--- config.mk ---
export PLATFORM = sky130hd
export DESIGN_NAME = bresenham_line_rasterizer
export DESIGN_NICKNAME = d
export VERILOG_FILES = /design/src/hw/rtl/blr_pkg.sv /design/src/hw/rtl/bresenham_line_rasterizer.sv
export SDC_FILE = /design/constraint.sdc
export NUM_CORES = 1
export LEC_CHECK = 0
export BUFFER_PORTS_ARGS = -buffer_cell sky130_fd_sc_hd__buf_2
export CORE_MARGIN = 2
export CORE_UTILIZATION = 30
export CTS_BUF_LIST = sky130_fd_sc_hd__clkbuf_8 sky130_fd_sc_hd__clkbuf_16
export DETAILED_ROUTE_END_ITERATION = 10
export PLACE_DENSITY = 0.45
export SLEW_MARGIN = 5
export SYNTH_ARGS = -nofsm -noshare
export SYNTH_HDL_FRONTEND = slang
export SYNTH_SLANG_ARGS = --single-unit
export TNS_END_PERCENT = 10
--- constraint.sdc ---
create_clock -name clk -period 20.2 [get_ports clk]
set_input_delay 2.02 -clock clk [delete_from_list [all_inputs] [get_ports clk]]
set_output_delay 2.02 -clock clk [all_outputs]
set_load 0.02 [all_outputs]
--- src/hw/rtl/blr_pkg.sv ---
`default_nettype none

package blr_pkg;

  // Grid and field sizes.
  localparam int GRID_SIZE = 64;
  localparam int COORD_W   = 6;
  localparam int COLOR_W   = 8;
  localparam int ADDR_W    = 12;
  localparam int SCREEN_W  = 7;
  localparam int ERR_W     = COORD_W + 2;

  // Configuration port.
  localparam int CFG_INDEX_W = 4;
  localparam int CFG_DATA_W  = SCREEN_W;

  localparam logic [CFG_INDEX_W-1:0] REG_SCREEN_WIDTH  = CFG_INDEX_W'(0);
  localparam logic [CFG_INDEX_W-1:0] REG_SCREEN_HEIGHT = CFG_INDEX_W'(1);

  localparam logic [SCREEN_W-1:0] SCREEN_WIDTH_RESET  = SCREEN_W'(64);
  localparam logic [SCREEN_W-1:0] SCREEN_HEIGHT_RESET = SCREEN_W'(64);

  typedef struct packed {
    logic [COORD_W-1:0] start_x;
    logic [COORD_W-1:0] start_y;
    logic [COORD_W-1:0] end_x;
    logic [COORD_W-1:0] end_y;
    logic [COLOR_W-1:0] red;
    logic [COLOR_W-1:0] green;
    logic [COLOR_W-1:0] blue;
  } line_cmd_t;

  typedef struct packed {
    logic [COORD_W-1:0] pixel_x;
    logic [COORD_W-1:0] pixel_y;
    logic [ADDR_W-1:0]  pixel_address;
    logic               visible;
    logic [COLOR_W-1:0] out_red;
    logic [COLOR_W-1:0] out_green;
    logic [COLOR_W-1:0] out_blue;
    logic               last_point;
  } pixel_t;

  // Limits a coordinate to the last grid column or row.
  function automatic logic [COORD_W-1:0] clamp_coord(input logic [COORD_W-1:0] v);
    logic [COORD_W:0] wide;
    wide = {1'b0, v};
    if (wide >= (COORD_W+1)'(GRID_SIZE)) begin
      return COORD_W'(GRID_SIZE - 1);
    end
    return v;
  endfunction

endpackage

`default_nettype wire

--- src/hw/rtl/bresenham_line_rasterizer.sv ---
`default_nettype none

// Channel    Direction  Handshake               Payload
// cmd        in         cmd_valid / cmd_ready   line_cmd_t: two endpoints and a color
// pix        out        pix_valid / pix_ready   pixel_t: one rasterized point
// cfg        in         cfg_we (no wait)        cfg_index, cfg_data: screen size
//
// A line with N points along its major axis passes through a setup state and then
// emits its N points, one point per cycle while the pix channel does not stall.
// The stepping loop runs through one error adder and sign test, used once
// per point. cmd_ready is high only while no line is in progress.
// A stalled pix channel holds the sequencer; no point is dropped.
// rst is synchronous and active high; it empties the block and sets the
// screen size to 64 by 64.
module bresenham_line_rasterizer
  import blr_pkg::*;
(
  input  wire                    clk,
  input  wire                    rst,
  input  wire                    cmd_valid,
  output logic                   cmd_ready,
  input  line_cmd_t              cmd,
  output logic                   pix_valid,
  input  wire                    pix_ready,
  output pixel_t                 pix,
  input  wire                    cfg_we,
  input  wire  [CFG_INDEX_W-1:0] cfg_index,
  input  wire  [CFG_DATA_W-1:0]  cfg_data
);

  typedef enum logic [1:0] {
    IDLE,
    SETUP,
    RUN
  } state_t;

  state_t state;

  // Screen size registers.
  logic [SCREEN_W-1:0] screen_width;
  logic [SCREEN_W-1:0] screen_height;

  // Captured command.
  logic [COORD_W-1:0] ax, ay, bx, by;
  logic [COLOR_W-1:0] red, green, blue;

  // Stepping state. major runs from its start to major_end; minor moves by
  // one toward its end whenever the error turns non-negative.
  logic               steep;
  logic [COORD_W-1:0] major;
  logic [COORD_W-1:0] major_end;
  logic [COORD_W-1:0] minor;
  logic               minor_up;
  logic [COORD_W-1:0] dmaj;
  logic [COORD_W-1:0] dmin;
  logic signed [ERR_W-1:0] err;

  // Setup values, worked out from the captured endpoints.
  logic [COORD_W-1:0] adx, ady;
  logic               steep_c;
  logic [COORD_W-1:0] p0_maj, p0_min, p1_maj, p1_min;
  logic [COORD_W-1:0] s_maj, s_min, e_maj, e_min;
  logic [COORD_W-1:0] dmaj_c;
  logic [COORD_W:0]   half_c;

  always_comb begin
    adx     = (ax > bx) ? ax - bx : bx - ax;
    ady     = (ay > by) ? ay - by : by - ay;
    steep_c = ady > adx;
    p0_maj  = steep_c ? ay : ax;
    p0_min  = steep_c ? ax : ay;
    p1_maj  = steep_c ? by : bx;
    p1_min  = steep_c ? bx : by;
    if (p0_maj > p1_maj) begin
      s_maj = p1_maj;
      s_min = p1_min;
      e_maj = p0_maj;
      e_min = p0_min;
    end else begin
      s_maj = p0_maj;
      s_min = p0_min;
      e_maj = p1_maj;
      e_min = p1_min;
    end
    dmaj_c = e_maj - s_maj;
    half_c = ({1'b0, dmaj_c} + (COORD_W+1)'(2)) >> 1;
  end

  // The shared step unit: one error add, a sign test and the correction.
  logic signed [ERR_W-1:0] err_sum;
  logic signed [ERR_W-1:0] err_next;
  logic                    take_minor;
  logic [COORD_W-1:0]      minor_next;

  always_comb begin
    err_sum    = err + $signed({2'b00, dmin});
    take_minor = !err_sum[ERR_W-1];
    err_next   = take_minor ? err_sum - $signed({2'b00, dmaj}) : err_sum;
    if (!take_minor) begin
      minor_next = minor;
    end else if (minor_up) begin
      minor_next = minor + COORD_W'(1);
    end else begin
      minor_next = minor - COORD_W'(1);
    end
  end

  // Point being emitted this cycle.
  logic [COORD_W-1:0]  px, py;
  logic [2*COORD_W:0]  addr_full;
  logic                emit;
  logic                at_end;

  always_comb begin
    px        = steep ? minor : major;
    py        = steep ? major : minor;
    addr_full = ({{(COORD_W+1){1'b0}}, py} * {{COORD_W{1'b0}}, screen_width}) +
                {{(COORD_W+1){1'b0}}, px};
    emit      = (state == RUN) && (!pix_valid || pix_ready);
    at_end    = major == major_end;
  end

  assign cmd_ready = (state == IDLE);

  always_ff @(posedge clk) begin
    if (rst) begin
      state         <= IDLE;
      pix_valid     <= 1'b0;
      screen_width  <= SCREEN_WIDTH_RESET;
      screen_height <= SCREEN_HEIGHT_RESET;
    end else begin
      if (cfg_we) begin
        unique case (cfg_index)
          REG_SCREEN_WIDTH:  screen_width  <= cfg_data;
          REG_SCREEN_HEIGHT: screen_height <= cfg_data;
          default: ;
        endcase
      end

      // A point taken while a new one is emitted keeps the output valid.
      if (pix_valid && pix_ready && !emit) begin
        pix_valid <= 1'b0;
      end

      unique case (state)
        IDLE: begin
          if (cmd_valid) begin
            ax    <= clamp_coord(cmd.start_x);
            ay    <= clamp_coord(cmd.start_y);
            bx    <= clamp_coord(cmd.end_x);
            by    <= clamp_coord(cmd.end_y);
            red   <= cmd.red;
            green <= cmd.green;
            blue  <= cmd.blue;
            state <= SETUP;
          end
        end
        SETUP: begin
          steep     <= steep_c;
          major     <= s_maj;
          major_end <= e_maj;
          minor     <= s_min;
          minor_up  <= s_min < e_min;
          dmaj      <= dmaj_c;
          dmin      <= (s_min > e_min) ? s_min - e_min : e_min - s_min;
          err       <= ERR_W'(0) - $signed({1'b0, half_c});
          state     <= RUN;
        end
        RUN: begin
          if (emit) begin
            pix_valid         <= 1'b1;
            pix.pixel_x       <= px;
            pix.pixel_y       <= py;
            pix.pixel_address <= addr_full[ADDR_W-1:0];
            pix.visible       <= ({1'b0, px} < screen_width) &&
                                 ({1'b0, py} < screen_height);
            pix.out_red       <= red;
            pix.out_green     <= green;
            pix.out_blue      <= blue;
            pix.last_point    <= at_end;
            err               <= err_next;
            minor             <= minor_next;
            major             <= major + COORD_W'(1);
            if (at_end) begin
              state <= IDLE;
            end
          end
        end
        default: state <= IDLE;
      endcase
    end
  end

`ifndef SYNTHESIS
  // The error stays negative between steps.
  a_err_negative: assert property (@(posedge clk) disable iff (rst)
    (state == RUN) |-> err[ERR_W-1])
    else $error("error term not negative while stepping");

  // The minor delta never exceeds the major delta.
  a_minor_le_major: assert property (@(posedge clk) disable iff (rst)
    (state == RUN) |-> (dmin <= dmaj))
    else $error("minor delta exceeds major delta");

  // The major coordinate never passes the line's end.
  a_major_bound: assert property (@(posedge clk) disable iff (rst)
    (state == RUN) |-> (major <= major_end))
    else $error("major coordinate past end of line");

  // Emitting the final point returns the sequencer to idle.
  a_last_to_idle: assert property (@(posedge clk) disable iff (rst)
    (emit && at_end) |=> (state == IDLE && pix_valid && pix.last_point))
    else $error("final point did not end the line");
`endif

endmodule

`default_nettype wire

==> impl_results.html, run 1 <==
<table>
<tr><th>Metric</th><th>Value</th></tr>
<tr><th colspan="2">Global route</th></tr>
<tr><td>Global-route usage over all layers</td><td>14.1%</td></tr>
<tr><td>Number of antenna violations at the first check in global routing</td><td>0</td></tr>
<tr><td>Largest net degree at the start of global routing</td><td>70</td></tr>
<tr><td>Wire length of the first global-routing pass</td><td>39.2 mm</td></tr>
<tr><td>Overflow after GRT</td><td>0</td></tr>
<tr><td>Number of global-route vias before repair</td><td>~7000</td></tr>
<tr><th colspan="2">Worst setup path</th></tr>
<tr><td>Critical path's largest stage delay</td><td>850 ps</td></tr>
<tr><td>Source of the worst register-to-register timing path</td><td>ax[0]</td></tr>
<tr><td>Required time worst endpoint</td><td>20380 ps</td></tr>
<tr><td>Cell with the largest stage delay on the worst path</td><td>sky130_fd_sc_hd__a32oi_1</td></tr>
<tr><td>Cell depth of the worst flop-to-flop path</td><td>46</td></tr>
<tr><td>Critical path class</td><td>register to register</td></tr>
<tr><td>Dominant delay contributor by cell family on the critical path</td><td>compound AO/OA/AOI/OAI gates</td></tr>
<tr><td>Cell type with the highest occurrence count on the critical path</td><td>sky130_fd_sc_hd__o21ai_0</td></tr>
<tr><td>Slack of the worst reg-to-reg path</td><td>9110 ps</td></tr>
<tr><td>Crit path buffers/inverters</td><td>6</td></tr>
<tr><td>Worst Setup Start Kind</td><td>register</td></tr>
<tr><td>Capture instance of the worst register-to-register path</td><td>dmin[5]</td></tr>
<tr><td>Highest fanout seen on the critical path</td><td>69</td></tr>
<tr><td>Source of the critical timing path</td><td>ax[0]</td></tr>
<tr><td>CP Capture Type</td><td>register</td></tr>
<tr><td>Crit path arrival time</td><td>11270 ps</td></tr>
<tr><th colspan="2">Synthesis</th></tr>
<tr><td>Biggest area consumer among synthesized cells</td><td>sky130_fd_sc_hd__edfxtp_1</td></tr>
<tr><td>Warnings, synthesis</td><td>0</td></tr>
<tr><td>Post-Synth Adder-Cell Area</td><td>18.5%</td></tr>
<tr><td>Multiplexer fraction of the synthesized cell area</td><td>7.39%</td></tr>
<tr><td>Top post-synthesis cells by count</td><td>sky130_fd_sc_hd__edfxtp_1 (138), sky130_fd_sc_hd__inv_1 (107), sky130_fd_sc_hd__ha_1 (102)</td></tr>
<tr><td>Synthesis-stage register bit count</td><td>155</td></tr>
<tr><td>Most frequent cell after synthesis</td><td>sky130_fd_sc_hd__edfxtp_1</td></tr>
<tr><td>Post-synth EDFFs</td><td>138</td></tr>
<tr><td>Combinational family with the most area after synthesis</td><td>adder cells</td></tr>
<tr><td>Number of different library cells in the post-synthesis netlist</td><td>70</td></tr>
<tr><td>Netlist Area Pre-Place</td><td>10400 um^2</td></tr>
<tr><td>Syn nets</td><td>1136</td></tr>
<tr><td>Cell types with the largest area share after synthesis</td><td>sky130_fd_sc_hd__edfxtp_1 (40%), sky130_fd_sc_hd__ha_1 (12%), sky130_fd_sc_hd__fa_1 (6.1%), sky130_fd_sc_hd__mux2i_1 (6.0%), sky130_fd_sc_hd__inv_1 (3.8%)</td></tr>
<tr><td>Predominant post-synthesis flop cell</td><td>sky130_fd_sc_hd__edfxtp_1</td></tr>
<tr><td>Area fraction in compound gates after synthesis</td><td>11.0%</td></tr>
<tr><td>Mapped Avg Cell Area</td><td>around 11 um^2</td></tr>
<tr><td>Sequential cell area fraction in the yosys report</td><td>42.9%</td></tr>
<tr><td>Share of flip-flops with an asynchronous set or reset after synthesis</td><td>0%</td></tr>
<tr><td>Fraction of post-synthesis cell area in the top cell type by area</td><td>about two fifths</td></tr>
<tr><td>Simple-Gate Fraction of Synth Area</td><td>a little under a tenth</td></tr>
<tr><td>Area share of xor/xnor cells in the synthesized design</td><td>under 10%</td></tr>
<tr><td>Synthesized instance count</td><td>938</td></tr>
<tr><th colspan="2">Floorplan</th></tr>
<tr><td>CORE AREA</td><td>34400 um^2</td></tr>
<tr><td>Floorplan row count</td><td>68</td></tr>
<tr><td>Full die area</td><td>between 30000 and 40000 um^2</td></tr>
<tr><td>Die extent in y</td><td>191 um</td></tr>
<tr><td>Chip width</td><td>191 um</td></tr>
<tr><td>Initial core utilization</td><td>30.4%</td></tr>
<tr><td>Number of I/O pins</td><td>116</td></tr>
<tr><th colspan="2">Placement</th></tr>
<tr><td>PortBufs</td><td>115</td></tr>
<tr><td>Half-perimeter wire length after placement</td><td>about 19 mm</td></tr>
<tr><td>Placer's final routability congestion estimate</td><td>0.844</td></tr>
<tr><td>Instance count after placement with tap cells included</td><td>1493</td></tr>
<tr><td>Dpl cell area</td><td>11500 um^2</td></tr>
<tr><td>Worst-case setup slack after placement</td><td>9140 ps</td></tr>
<tr><th colspan="2">STA</th></tr>
<tr><td>Worst clock skew on the final layout</td><td>13.0 ps</td></tr>
<tr><td>Relative max-transition margin</td><td>24.6%</td></tr>
<tr><td>Number of pins exceeding their max-slew limit in the final report</td><td>0</td></tr>
<tr><td>Number of hold-slack violations in the final timing report</td><td>0</td></tr>
<tr><td>Setup repair after global routing missed its margin</td><td>no</td></tr>
<tr><td>Part of the cycle the worst path needs</td><td>54.9%</td></tr>
<tr><td>Final setup violating endpoints</td><td>0</td></tr>
<tr><td>Setup TNS</td><td>0 ps</td></tr>
<tr><td>Transition time at the pin with the least slew margin</td><td>1120 ps</td></tr>
<tr><td>Final critical-path required period</td><td>between 10000 and 15000 ps</td></tr>
<tr><td>Setup slack of the critical path after layout</td><td>9110 ps</td></tr>
<tr><td>Highest attainable clock frequency</td><td>0.0901 GHz</td></tr>
<tr><td>Worst hold slack</td><td>between 400 and 500 ps</td></tr>
<tr><th colspan="2">Hold path</th></tr>
<tr><td>Instance count along the most critical hold path</td><td>0</td></tr>
<tr><td>WHS Endpoint</td><td>pix[1]</td></tr>
<tr><td>Worst hold path class</td><td>register to register</td></tr>
<tr><td>Hold Startpoint</td><td>blue[0]</td></tr>
<tr><th colspan="2">Cells and area</th></tr>
<tr><td>Post-route insts no fill</td><td>roughly 1500</td></tr>
<tr><td>Final-stage net count</td><td>about 1300</td></tr>
<tr><td>Fraction of final layout cells with drive strength greater than 1</td><td>between 10% and 20%</td></tr>
<tr><td>Finished layout cell area</td><td>12100 um^2</td></tr>
<tr><td>Post-synthesis to final-layout area growth</td><td>16.0%</td></tr>
<tr><td>Count of fill cells added during filler insertion</td><td>3466</td></tr>
<tr><td>Antenna diode count</td><td>0</td></tr>
<tr><th colspan="2">Detailed routing</th></tr>
<tr><td>Total wire length</td><td>approximately 24 mm</td></tr>
<tr><td>Vias post-DR</td><td>6987</td></tr>
<tr><td>Residual DRC count</td><td>0</td></tr>
<tr><td>Number of detailed-routing iterations run before antenna repair</td><td>5</td></tr>
<tr><td>Vias per cell</td><td>about 4.6</td></tr>
<tr><td>Routed length per instance</td><td>16.0 um</td></tr>
<tr><td>Remaining antenna violation count</td><td>0</td></tr>
<tr><td>Drt first-iter violations</td><td>390</td></tr>
<tr><th colspan="2">Run</th></tr>
<tr><td>Number of maximum-capacitance constraint violations</td><td>0</td></tr>
<tr><th colspan="2">Clock network</th></tr>
<tr><td>Clock input transition at the sequential cells of the worst setup and hold paths</td><td>70 ps</td></tr>
<tr><td>CTS Root Buffer Type</td><td>sky130_fd_sc_hd__clkbuf_16</td></tr>
<tr><td>Clock sink count</td><td>155</td></tr>
<tr><td>Hold-fix buffers, CTS</td><td>0</td></tr>
<tr><td>Clock tree from TritonCTS</td><td>built</td></tr>
<tr><td>Setup bufs post-CTS</td><td>0</td></tr>
<tr><td>Max Root-Sink Buffers</td><td>2</td></tr>
<tr><td>Number of H-tree levels</td><td>4</td></tr>
<tr><td>Later-pin clock latency in the skew report</td><td>440 ps</td></tr>
<tr><td>Cts repair resizes</td><td>0</td></tr>
<tr><td>Number of CTS-inserted buffers</td><td>17</td></tr>
<tr><th colspan="2">Pwr</th></tr>
<tr><td>IR Drop Worst-Case VDD</td><td>0.0704 mV</td></tr>
<tr><td>Power per Cell Area</td><td>about 140 nW/um^2</td></tr>
<tr><td>Cell leakage power</td><td>5.13 nW</td></tr>
<tr><th colspan="2">Outcome</th></tr>
<tr><td>Run status</td><td>finished clean</td></tr>
</table>
-- metal layers --
layer / up-vias / global-route usage, % / wire length, um
met5: - / 0 / 0
met4: 0 / 3.85 / 263
met3: 15 / 2.91 / 977
met2: 142 / 22.6 / 11300
met1: 3294 / 19.4 / 11900
li1: 3536 / - / -
-- layout make-up --
| type | instances | area, um^2 | share of cell area (%) |
|---|---|---|---|
| Multi-Input combinational cell | 649 | 5430 | 44.8 |
| Clock inverter | 15 | 150 | 1.24 |
| Tap cell | 455 | 569 | 4.70 |
| Clock buffer | 17 | 425 | 3.51 |
| Inverter | 110 | 413 | 3.41 |
| Sequential cell | 155 | 4480 | 37.0 |
| Timing Repair Buffer | 124 | 643 | 5.31 |
-- placed cells by master (no fill, tap or decap), types with 12 or more instances in the layout --
| cell type | count |
|---|---|
| sky130_fd_sc_hd__a21o_1 | 21 |
| sky130_fd_sc_hd__a21oi_1 | 61 |
| sky130_fd_sc_hd__buf_2 | 115 |
| sky130_fd_sc_hd__clkbuf_16 | 17 |
| sky130_fd_sc_hd__dfxtp_1 | 17 |
| sky130_fd_sc_hd__edfxtp_1 | 138 |
| sky130_fd_sc_hd__fa_1 | 32 |
| sky130_fd_sc_hd__ha_1 | 102 |
| sky130_fd_sc_hd__inv_1 | 109 |
| sky130_fd_sc_hd__mux2i_1 | 63 |
| sky130_fd_sc_hd__nand2_1 | 50 |
| sky130_fd_sc_hd__nor2_1 | 82 |
| sky130_fd_sc_hd__nor2b_1 | 16 |
| sky130_fd_sc_hd__o21ai_0 | 27 |
| sky130_fd_sc_hd__o21bai_1 | 12 |
| sky130_fd_sc_hd__xnor2_1 | 41 |
| sky130_fd_sc_hd__xor2_1 | 18 |
-- power by group --
group,internal [W],switching (W)
combinational,0.000414,0.000578
clock,0.000182,0.000138
sequential,0.000426,0.0000186
total,0.00102,0.000734
-- registers in the layout (all words and copies together), names as in the netlist, 2 cells and up --
signal / count
bx: 6
dmaj: 6
major: 6
screen_height: 7
pix: 50
red: 8
state: 2
major_end: 6
ay: 6
screen_width: 7
err: 8
by: 6
green: 8
blue: 8
minor: 6
ax: 6
dmin: 6
-- cells by family (layout without fill, tap and decap cells) --
logic type,after synthesis,in the layout
AND/OR/NAND/NOR,210,210
buffers and inverters,134,266
flip-flops,155,155
multiplexers,75,75
adder cells (fa/ha/maj),135,135
XOR/XNOR,61,61
AO/OA/AOI/OAI,168,168
-- how the worst max path moves through the flow --
stage | endpoint | slack (ps) | cells after the start
4_1_cts | dmin[5] | 9110 | 46
5_1_grt | dmin[5] | 8140 | 46
2_1_floorplan | dmin[5] | 11010 | 46
3_5_place_dp | dmin[5] | 9140 | 46
3_3_place_gp | dmin[5] | 9350 | 46
6_report | dmin[5] | 9110 | 46
-- stage by stage --
| step | total power, W | utilization [%] |
|---|---|---|
| 5_1_grt | 0.00191 | 35.3 |
| 3_3_place_gp | 0.00144 | 33.6 |
| 3_5_place_dp | 0.00145 | 33.6 |
| 4_1_cts | 0.00178 | 35.3 |
| 2_1_floorplan | 0.00122 | - |
| 6_report | 0.00176 | 35.3 |
Power figures use the tool's default switching activity.
==> inputs of run 2 (changes only) <==
--- a/config.mk
+++ b/config.mk
@@ -10,7 +10,7 @@
 export CORE_UTILIZATION = 30
 export CTS_BUF_LIST = sky130_fd_sc_hd__clkbuf_8 sky130_fd_sc_hd__clkbuf_16
 export DETAILED_ROUTE_END_ITERATION = 10
-export PLACE_DENSITY = 0.45
+export PLACE_DENSITY = 0.47
 export SLEW_MARGIN = 5
 export SYNTH_ARGS = -nofsm -noshare
 export SYNTH_HDL_FRONTEND = slang
==> constraint.sdc (replaced) <==
create_clock -name clk -period 9.15 [get_ports clk]
set_input_delay 0.915 -clock clk [delete_from_list [all_inputs] [get_ports clk]]
set_output_delay 0.915 -clock clk [all_outputs]
set_load 0.02 [all_outputs]
==> impl_results.html, run 2 (synthesis gave the netlist of run 1 again) <==
<table>
<tr><th>Metric</th><th>Value</th></tr>
<tr><th colspan="2">Detailed routing</th></tr>
<tr><td>Residual DRC count</td><td>0</td></tr>
<tr><td>Vias post-DR</td><td>7212</td></tr>
<tr><td>Routed length per instance</td><td>16.0 um</td></tr>
<tr><td>Drt first-iter violations</td><td>405</td></tr>
<tr><td>Remaining antenna violation count</td><td>0</td></tr>
<tr><td>Total wire length</td><td>24.9 mm</td></tr>
<tr><td>Number of detailed-routing iterations run before antenna repair</td><td>5</td></tr>
<tr><td>Vias per cell</td><td>4.62</td></tr>
<tr><th colspan="2">STA</th></tr>
<tr><td>Final setup violating endpoints</td><td>0</td></tr>
<tr><td>Highest attainable clock frequency</td><td>about 0.12 GHz</td></tr>
<tr><td>Final critical-path required period</td><td>approximately 8700 ps</td></tr>
<tr><td>Transition time at the pin with the least slew margin</td><td>about 1100 ps</td></tr>
<tr><td>Setup slack of the critical path after layout</td><td>486 ps</td></tr>
<tr><td>Part of the cycle the worst path needs</td><td>94.7%</td></tr>
<tr><td>Number of pins exceeding their max-slew limit in the final report</td><td>0</td></tr>
<tr><td>Relative max-transition margin</td><td>approximately 28%</td></tr>
<tr><td>Number of hold-slack violations in the final timing report</td><td>0</td></tr>
<tr><td>Worst clock skew on the final layout</td><td>16.7 ps</td></tr>
<tr><th colspan="2">Outcome</th></tr>
<tr><td>Run status</td><td>finished clean</td></tr>
<tr><th colspan="2">Worst setup path</th></tr>
<tr><td>Cell type with the highest occurrence count on the critical path</td><td>sky130_fd_sc_hd__a21oi_2</td></tr>
<tr><td>Cell with the largest stage delay on the worst path</td><td>sky130_fd_sc_hd__edfxtp_1</td></tr>
<tr><td>Highest fanout seen on the critical path</td><td>7</td></tr>
<tr><td>Critical path class</td><td>register to register</td></tr>
<tr><td>CP Capture Type</td><td>register</td></tr>
<tr><td>Crit path buffers/inverters</td><td>5</td></tr>
<tr><td>Dominant delay contributor by cell family on the critical path</td><td>compound AO/OA/AOI/OAI gates</td></tr>
<tr><td>Slack of the worst reg-to-reg path</td><td>approximately 500 ps</td></tr>
<tr><td>Required time worst endpoint</td><td>9330 ps</td></tr>
<tr><td>Crit path arrival time</td><td>between 8000 and 9000 ps</td></tr>
<tr><td>Critical path's largest stage delay</td><td>approximately 400 ps</td></tr>
<tr><td>Worst Setup Start Kind</td><td>register</td></tr>
<tr><th colspan="2">Pwr</th></tr>
<tr><td>Cell leakage power</td><td>~5.3 nW</td></tr>
<tr><td>Power per Cell Area</td><td>about 330 nW/um^2</td></tr>
<tr><td>IR Drop Worst-Case VDD</td><td>0.235 mV</td></tr>
<tr><th colspan="2">Cells and area</th></tr>
<tr><td>Post-synthesis to final-layout area growth</td><td>20.0%</td></tr>
<tr><td>Flip-flop count of the largest register, all copies and words added</td><td>50</td></tr>
<tr><td>Post-route insts no fill</td><td>1562</td></tr>
<tr><td>Final-stage net count</td><td>1292</td></tr>
<tr><td>Finished layout cell area</td><td>approximately 13000 um^2</td></tr>
<tr><td>Most frequent cells in the layout</td><td>sky130_fd_sc_hd__edfxtp_1 (138), sky130_fd_sc_hd__buf_2 (116), sky130_fd_sc_hd__inv_1 (109), sky130_fd_sc_hd__ha_1 (98), sky130_fd_sc_hd__nor2_1 (81)</td></tr>
<tr><td>Leading cell type in the layout, fill and taps excluded</td><td>sky130_fd_sc_hd__edfxtp_1</td></tr>
<tr><td>Fraction of final layout cells with drive strength greater than 1</td><td>23.2%</td></tr>
<tr><td>Count of fill cells added during filler insertion</td><td>3482</td></tr>
<tr><td>Top register by number of flip-flops</td><td>pix</td></tr>
<tr><td>Antenna diode count</td><td>0</td></tr>
<tr><th colspan="2">Floorplan</th></tr>
<tr><td>Initial core utilization</td><td>30.4%</td></tr>
<tr><td>Chip width</td><td>191 um</td></tr>
<tr><td>CORE AREA</td><td>34400 um^2</td></tr>
<tr><td>Full die area</td><td>36300 um^2</td></tr>
<tr><td>Floorplan row count</td><td>68</td></tr>
<tr><td>Die extent in y</td><td>191 um</td></tr>
<tr><td>Number of I/O pins</td><td>116</td></tr>
<tr><th colspan="2">Global route</th></tr>
<tr><td>Largest net degree at the start of global routing</td><td>51</td></tr>
<tr><td>Number of antenna violations at the first check in global routing</td><td>1</td></tr>
<tr><td>Global-route usage over all layers</td><td>14.2%</td></tr>
<tr><td>Wire length of the first global-routing pass</td><td>39.5 mm</td></tr>
<tr><td>Overflow after GRT</td><td>0</td></tr>
<tr><td>Number of global-route vias before repair</td><td>7288</td></tr>
<tr><th colspan="2">Clock network</th></tr>
<tr><td>Later-pin clock latency in the skew report</td><td>440 ps</td></tr>
<tr><td>Clock input transition at the sequential cells of the worst setup and hold paths</td><td>~70 ps</td></tr>
<tr><td>Number of CTS-inserted buffers</td><td>17</td></tr>
<tr><td>Max Root-Sink Buffers</td><td>2</td></tr>
<tr><td>Number of H-tree levels</td><td>4</td></tr>
<tr><td>Clock sink count</td><td>155</td></tr>
<tr><td>Clock tree from TritonCTS</td><td>built</td></tr>
<tr><td>CTS Root Buffer Type</td><td>sky130_fd_sc_hd__clkbuf_16</td></tr>
<tr><td>Hold-fix buffers, CTS</td><td>0</td></tr>
<tr><th colspan="2">Placement</th></tr>
<tr><td>Dpl cell area</td><td>around 12000 um^2</td></tr>
<tr><td>Worst-case setup slack after placement</td><td>-274 ps</td></tr>
<tr><td>PortBufs</td><td>about 120</td></tr>
<tr><td>Half-perimeter wire length after placement</td><td>19.0 mm</td></tr>
<tr><td>Instance count after placement with tap cells included</td><td>around 1500</td></tr>
<tr><td>Placer's final routability congestion estimate</td><td>approximately 0.87</td></tr>
<tr><th colspan="2">Run</th></tr>
<tr><td>Number of maximum-capacitance constraint violations</td><td>0</td></tr>
<tr><th colspan="2">Hold path</th></tr>
<tr><td>Worst hold path class</td><td>register to register</td></tr>
</table>
==> run 2: metrics by stage <==
| step | hold WS [ps] | util [%] | total power [W] | setup TNS [ps] |
|---|---|---|---|---|
| after floorplan | 400 | - | 0.00270 | 0 |
| after global placement | 401 | 34.1 | 0.00328 | -49.1 |
| after detailed placement | 405 | 34.1 | 0.00328 | -302 |
| after CTS | 415 | 36.0 | 0.00404 | 0 |
| after global routing | 422 | 36.5 | 0.00445 | -28.4 |
| final | 414 | 36.5 | 0.00412 | 0 |
==> run 2: layer usage <==
| layer | up-vias | GRT usage, % | part of all wire, % |
|---|---|---|---|
| met5 | - | 0 | 0.052 |
| met4 | 2 | 4.17 | 1.5 |
| met3 | 26 | 2.93 | 4.3 |
| met2 | 172 | 22.5 | 46 |
| met1 | 3411 | 19.4 | 48 |
| li1 | 3601 | - | - |
==> run 2: repair_timing <==
| item | 4_1_cts | 5_1_grt |
|---|---|---|
| pin swaps | 3 | 18 |
| resized for setup | 5 | 35 |
| setup buffers | 7 | 5 |
| endpoints found under the setup margin | 2 | 6 |
| cloned | 1 | 1 |
==> run 2: worst paths after layout <==
kind,start,end,depth (start not counted)
worst max-delay path,ax[0],dmin[5],44
worst min-delay path,blue[7],pix[8],0
worst max register to register,ax[0],dmin[5],44
worst min register to register,blue[7],pix[8],0
==> run 2: power breakdown <==
part / switching (W) / leakage [nW] / internal (W)
Sequential: 0.0000388 / 1.40 / 0.000941
Clock: 0.000301 / 0.282 / 0.000367
Combinational: 0.00136 / 3.66 / 0.00111
Total: 0.00170 / 5.33 / 0.00242
==> run 2: final cells by class <==
class,count,area [um^2],area share (%)
Tap cell,455,569,4.54
Multi-Input combinational cell,650,5600,44.7
Inverter,110,413,3.29
Sequential cell,155,4480,35.8
Timing Repair Buffer,160,930,7.42
Clock buffer,19,464,3.70
Clock inverter,13,77.6,0.619
==> inputs of run 3 (changes only) <==
--- a/config.mk
+++ b/config.mk
@@ -10,6 +10,7 @@
 export CORE_UTILIZATION = 30
 export CTS_BUF_LIST = sky130_fd_sc_hd__clkbuf_8 sky130_fd_sc_hd__clkbuf_16
 export DETAILED_ROUTE_END_ITERATION = 10
+export MAX_ROUTING_LAYER = met4
 export PLACE_DENSITY = 0.47
 export SLEW_MARGIN = 5
 export SYNTH_ARGS = -nofsm -noshare
==> impl_results.html, run 3 (synthesis gave the netlist of run 1 again) <==
<table>
<tr><th>Metric</th><th>Value</th></tr>
<tr><th colspan="2">STA</th></tr>
<tr><td>Number of pins exceeding their max-slew limit in the final report</td><td>0</td></tr>
<tr><td>Worst clock skew on the final layout</td><td>16.5 ps</td></tr>
<tr><td>Relative max-transition margin</td><td>between 20% and 30%</td></tr>
<tr><td>Final setup violating endpoints</td><td>0</td></tr>
<tr><td>Number of hold-slack violations in the final timing report</td><td>0</td></tr>
<tr><td>Part of the cycle the worst path needs</td><td>96.0%</td></tr>
<tr><td>Final critical-path required period</td><td>slightly below 9000 ps</td></tr>
<tr><td>Highest attainable clock frequency</td><td>0.114 GHz</td></tr>
<tr><td>Transition time at the pin with the least slew margin</td><td>1100 ps</td></tr>
<tr><td>Worst hold slack</td><td>418 ps</td></tr>
<tr><th colspan="2">Global route</th></tr>
<tr><td>Wire length of the first global-routing pass</td><td>40.0 mm</td></tr>
<tr><td>Overflow after GRT</td><td>0</td></tr>
<tr><td>Largest net degree at the start of global routing</td><td>51</td></tr>
<tr><td>Number of global-route vias before repair</td><td>7253</td></tr>
<tr><td>Number of antenna violations at the first check in global routing</td><td>1</td></tr>
<tr><td>Global-route usage over all layers</td><td>about 15%</td></tr>
<tr><th colspan="2">Detailed routing</th></tr>
<tr><td>Met3 WL</td><td>~990 um</td></tr>
<tr><td>Remaining antenna violation count</td><td>0</td></tr>
<tr><td>Vias post-DR</td><td>7209</td></tr>
<tr><td>Total wire length</td><td>25.2 mm</td></tr>
<tr><td>Routed metal-1 wirelength</td><td>12.2 mm</td></tr>
<tr><td>Vias per cell</td><td>4.57</td></tr>
<tr><td>Number of detailed-routing iterations run before antenna repair</td><td>5</td></tr>
<tr><td>Routed length per instance</td><td>16.0 um</td></tr>
<tr><td>Residual DRC count</td><td>0</td></tr>
<tr><td>Met2 WL post-DR</td><td>11.7 mm</td></tr>
<tr><td>Drt first-iter violations</td><td>334</td></tr>
<tr><td>Max Used Layer</td><td>met4</td></tr>
<tr><th colspan="2">Hold path</th></tr>
<tr><td>Worst hold path class</td><td>register to register</td></tr>
<tr><td>Hold Startpoint</td><td>blue[7]</td></tr>
<tr><td>Instance count along the most critical hold path</td><td>0</td></tr>
<tr><td>WHS Endpoint</td><td>pix[8]</td></tr>
<tr><th colspan="2">Floorplan</th></tr>
<tr><td>Die extent in y</td><td>around 190 um</td></tr>
<tr><td>Full die area</td><td>roughly 36000 um^2</td></tr>
<tr><td>Initial core utilization</td><td>about 30%</td></tr>
<tr><td>Chip width</td><td>191 um</td></tr>
<tr><td>CORE AREA</td><td>34400 um^2</td></tr>
<tr><td>Floorplan row count</td><td>~70</td></tr>
<tr><td>Number of I/O pins</td><td>116</td></tr>
<tr><th colspan="2">Clock network</th></tr>
<tr><td>Number of CTS-inserted buffers</td><td>17</td></tr>
<tr><td>Max Root-Sink Buffers</td><td>2</td></tr>
<tr><td>CTS Root Buffer Type</td><td>sky130_fd_sc_hd__clkbuf_16</td></tr>
<tr><td>Clock sink count</td><td>155</td></tr>
<tr><td>Clock tree from TritonCTS</td><td>built</td></tr>
<tr><td>Clock input transition at the sequential cells of the worst setup and hold paths</td><td>70 ps</td></tr>
<tr><td>Later-pin clock latency in the skew report</td><td>430 ps</td></tr>
<tr><td>Number of H-tree levels</td><td>4</td></tr>
<tr><th colspan="2">Cells and area</th></tr>
<tr><td>Leading cell type in the layout, fill and taps excluded</td><td>sky130_fd_sc_hd__edfxtp_1</td></tr>
<tr><td>Top register by number of flip-flops</td><td>pix</td></tr>
<tr><td>Post-synthesis to final-layout area growth</td><td>22.5%</td></tr>
<tr><td>Finished layout cell area</td><td>approximately 13000 um^2</td></tr>
<tr><td>Flip-flop count of the largest register, all copies and words added</td><td>50</td></tr>
<tr><td>Most frequent cells in the layout</td><td>sky130_fd_sc_hd__edfxtp_1 (138), sky130_fd_sc_hd__buf_2 (115), sky130_fd_sc_hd__inv_1 (104), sky130_fd_sc_hd__ha_1 (95), sky130_fd_sc_hd__nor2_1 (79)</td></tr>
<tr><td>Fraction of final layout cells with drive strength greater than 1</td><td>25.2%</td></tr>
<tr><td>Final-stage net count</td><td>1305</td></tr>
<tr><th colspan="2">Worst setup path</th></tr>
<tr><td>Critical path class</td><td>register to register</td></tr>
<tr><td>Required time worst endpoint</td><td>roughly 9300 ps</td></tr>
<tr><td>Dominant delay contributor by cell family on the critical path</td><td>compound AO/OA/AOI/OAI gates</td></tr>
<tr><td>Worst Setup Start Kind</td><td>register</td></tr>
<tr><td>Crit path buffers/inverters</td><td>5</td></tr>
<tr><td>Capture instance of the worst register-to-register path</td><td>dmin[5]</td></tr>
<tr><td>Crit path arrival time</td><td>between 8000 and 9000 ps</td></tr>
<tr><td>Cell depth of the worst flop-to-flop path</td><td>45</td></tr>
<tr><td>Slack of the worst reg-to-reg path</td><td>370 ps</td></tr>
<tr><td>Highest fanout seen on the critical path</td><td>6</td></tr>
<tr><td>CP Capture Type</td><td>register</td></tr>
<tr><td>Cell type with the highest occurrence count on the critical path</td><td>sky130_fd_sc_hd__o21ai_1</td></tr>
<tr><td>Cell with the largest stage delay on the worst path</td><td>sky130_fd_sc_hd__edfxtp_1</td></tr>
<tr><td>Critical path's largest stage delay</td><td>400 ps</td></tr>
<tr><td>Source of the worst register-to-register timing path</td><td>ax[0]</td></tr>
<tr><td>Critical path depth in cells</td><td>45</td></tr>
<tr><th colspan="2">Placement</th></tr>
<tr><td>Half-perimeter wire length after placement</td><td>~19 mm</td></tr>
<tr><td>Placer's final routability congestion estimate</td><td>0.869</td></tr>
<tr><td>PortBufs</td><td>~120</td></tr>
<tr><td>Dpl cell area</td><td>~12000 um^2</td></tr>
<tr><th colspan="2">Outcome</th></tr>
<tr><td>Run status</td><td>finished clean</td></tr>
<tr><th colspan="2">Pwr</th></tr>
<tr><td>Cell leakage power</td><td>~5.4 nW</td></tr>
<tr><td>Power per Cell Area</td><td>335 nW/um^2</td></tr>
<tr><td>IR Drop Worst-Case VDD</td><td>approximately 0.21 mV</td></tr>
<tr><td>Design Power</td><td>roughly 0.0043 W</td></tr>
<tr><th colspan="2">Run</th></tr>
<tr><td>Number of maximum-capacitance constraint violations</td><td>0</td></tr>
</table>
[run 3: cell count changes in the layout (fill, tap and decap cells not counted), moves of 3 or more]
cell,delta
sky130_fd_sc_hd__o21ai_0,-3
sky130_fd_sc_hd__ha_1,-3
sky130_fd_sc_hd__buf_4,+10
sky130_fd_sc_hd__mux2i_1,-3
sky130_fd_sc_hd__inv_6,+5
sky130_fd_sc_hd__inv_1,-5
sky130_fd_sc_hd__o21ai_1,+4
sky130_fd_sc_hd__clkinv_2,-4
sky130_fd_sc_hd__inv_8,+3
[run 3: per-layer routing]
layer / GRT usage [%] / vias to the layer above
li1: - / 3638
met1: 20.0 / 3399
met2: 22.5 / 152
met3: 2.85 / 20
met4: 3.76 / 0
met5: - / -
[run 3: worst max path at each step]
| stage | startpoint | end |
|---|---|---|
| CTS | ax[0] | dmin[5] |
| floorplan | ax[0] | dmin[5] |
| finish | ax[0] | dmin[5] |
| global placement | ax[0] | dmin[5] |
| detailed placement | ax[0] | dmin[5] |
| global route | ax[0] | dmin[5] |
[run 3: cell type report]
class,count,area (um^2)
clock buffers,17,425
flip-flops and latches,155,4480
multi-input cells,650,5660
inverters,110,413
fillers,3460,21600
diodes,1,2.50
repair buffers,173,1080
clock inverters,15,150
well taps,455,569
[run 3: worst register-to-register path, delay by kind of cell, from the launching register on]
kind | cells | cell delay (ps)
AO/OA/AOI/OAI | 25 | 4770
adder cells (fa/ha/maj) | 6 | 1700
multiplexers | 3 | 590
buffers and inverters | 5 | 440
AND/OR/NAND/NOR | 4 | 420
flip-flops | 1 | 400
XOR/XNOR | 2 | 200
[run 3: power breakdown]
part / leakage [nW] / switching (W) / total [W] / internal, W
clock: 0.273 / 0.000333 / 0.000696 / 0.000363
sequential: 1.40 / 0.0000396 / 0.000980 / 0.000941
combinational: 3.73 / 0.00140 / 0.00260 / 0.00121
[run 3: what timing repair did]
action / 4_1_cts / 5_1_grt
gates cloned: 1 / 2
endpoints found under the hold margin: 0 / 0
hold buffers: 0 / 0
setup buffers: 7 / 17
resized for setup: 6 / 51
endpoints found under the setup margin: 2 / 6
pin swaps: 4 / 33
[run 3: stage by stage]
stage               setup WS [ps]  utilization, %  instances  TNS (ps)
finish                        366            37.2       1576         0
global route                -81.0            37.2       1576     -81.0
CTS                          71.3            36.1       1557         0
detailed placement           -305            34.2       1517      -343
global placement            -22.5            34.2       1517     -22.5
floorplan                    55.7               -        938         0
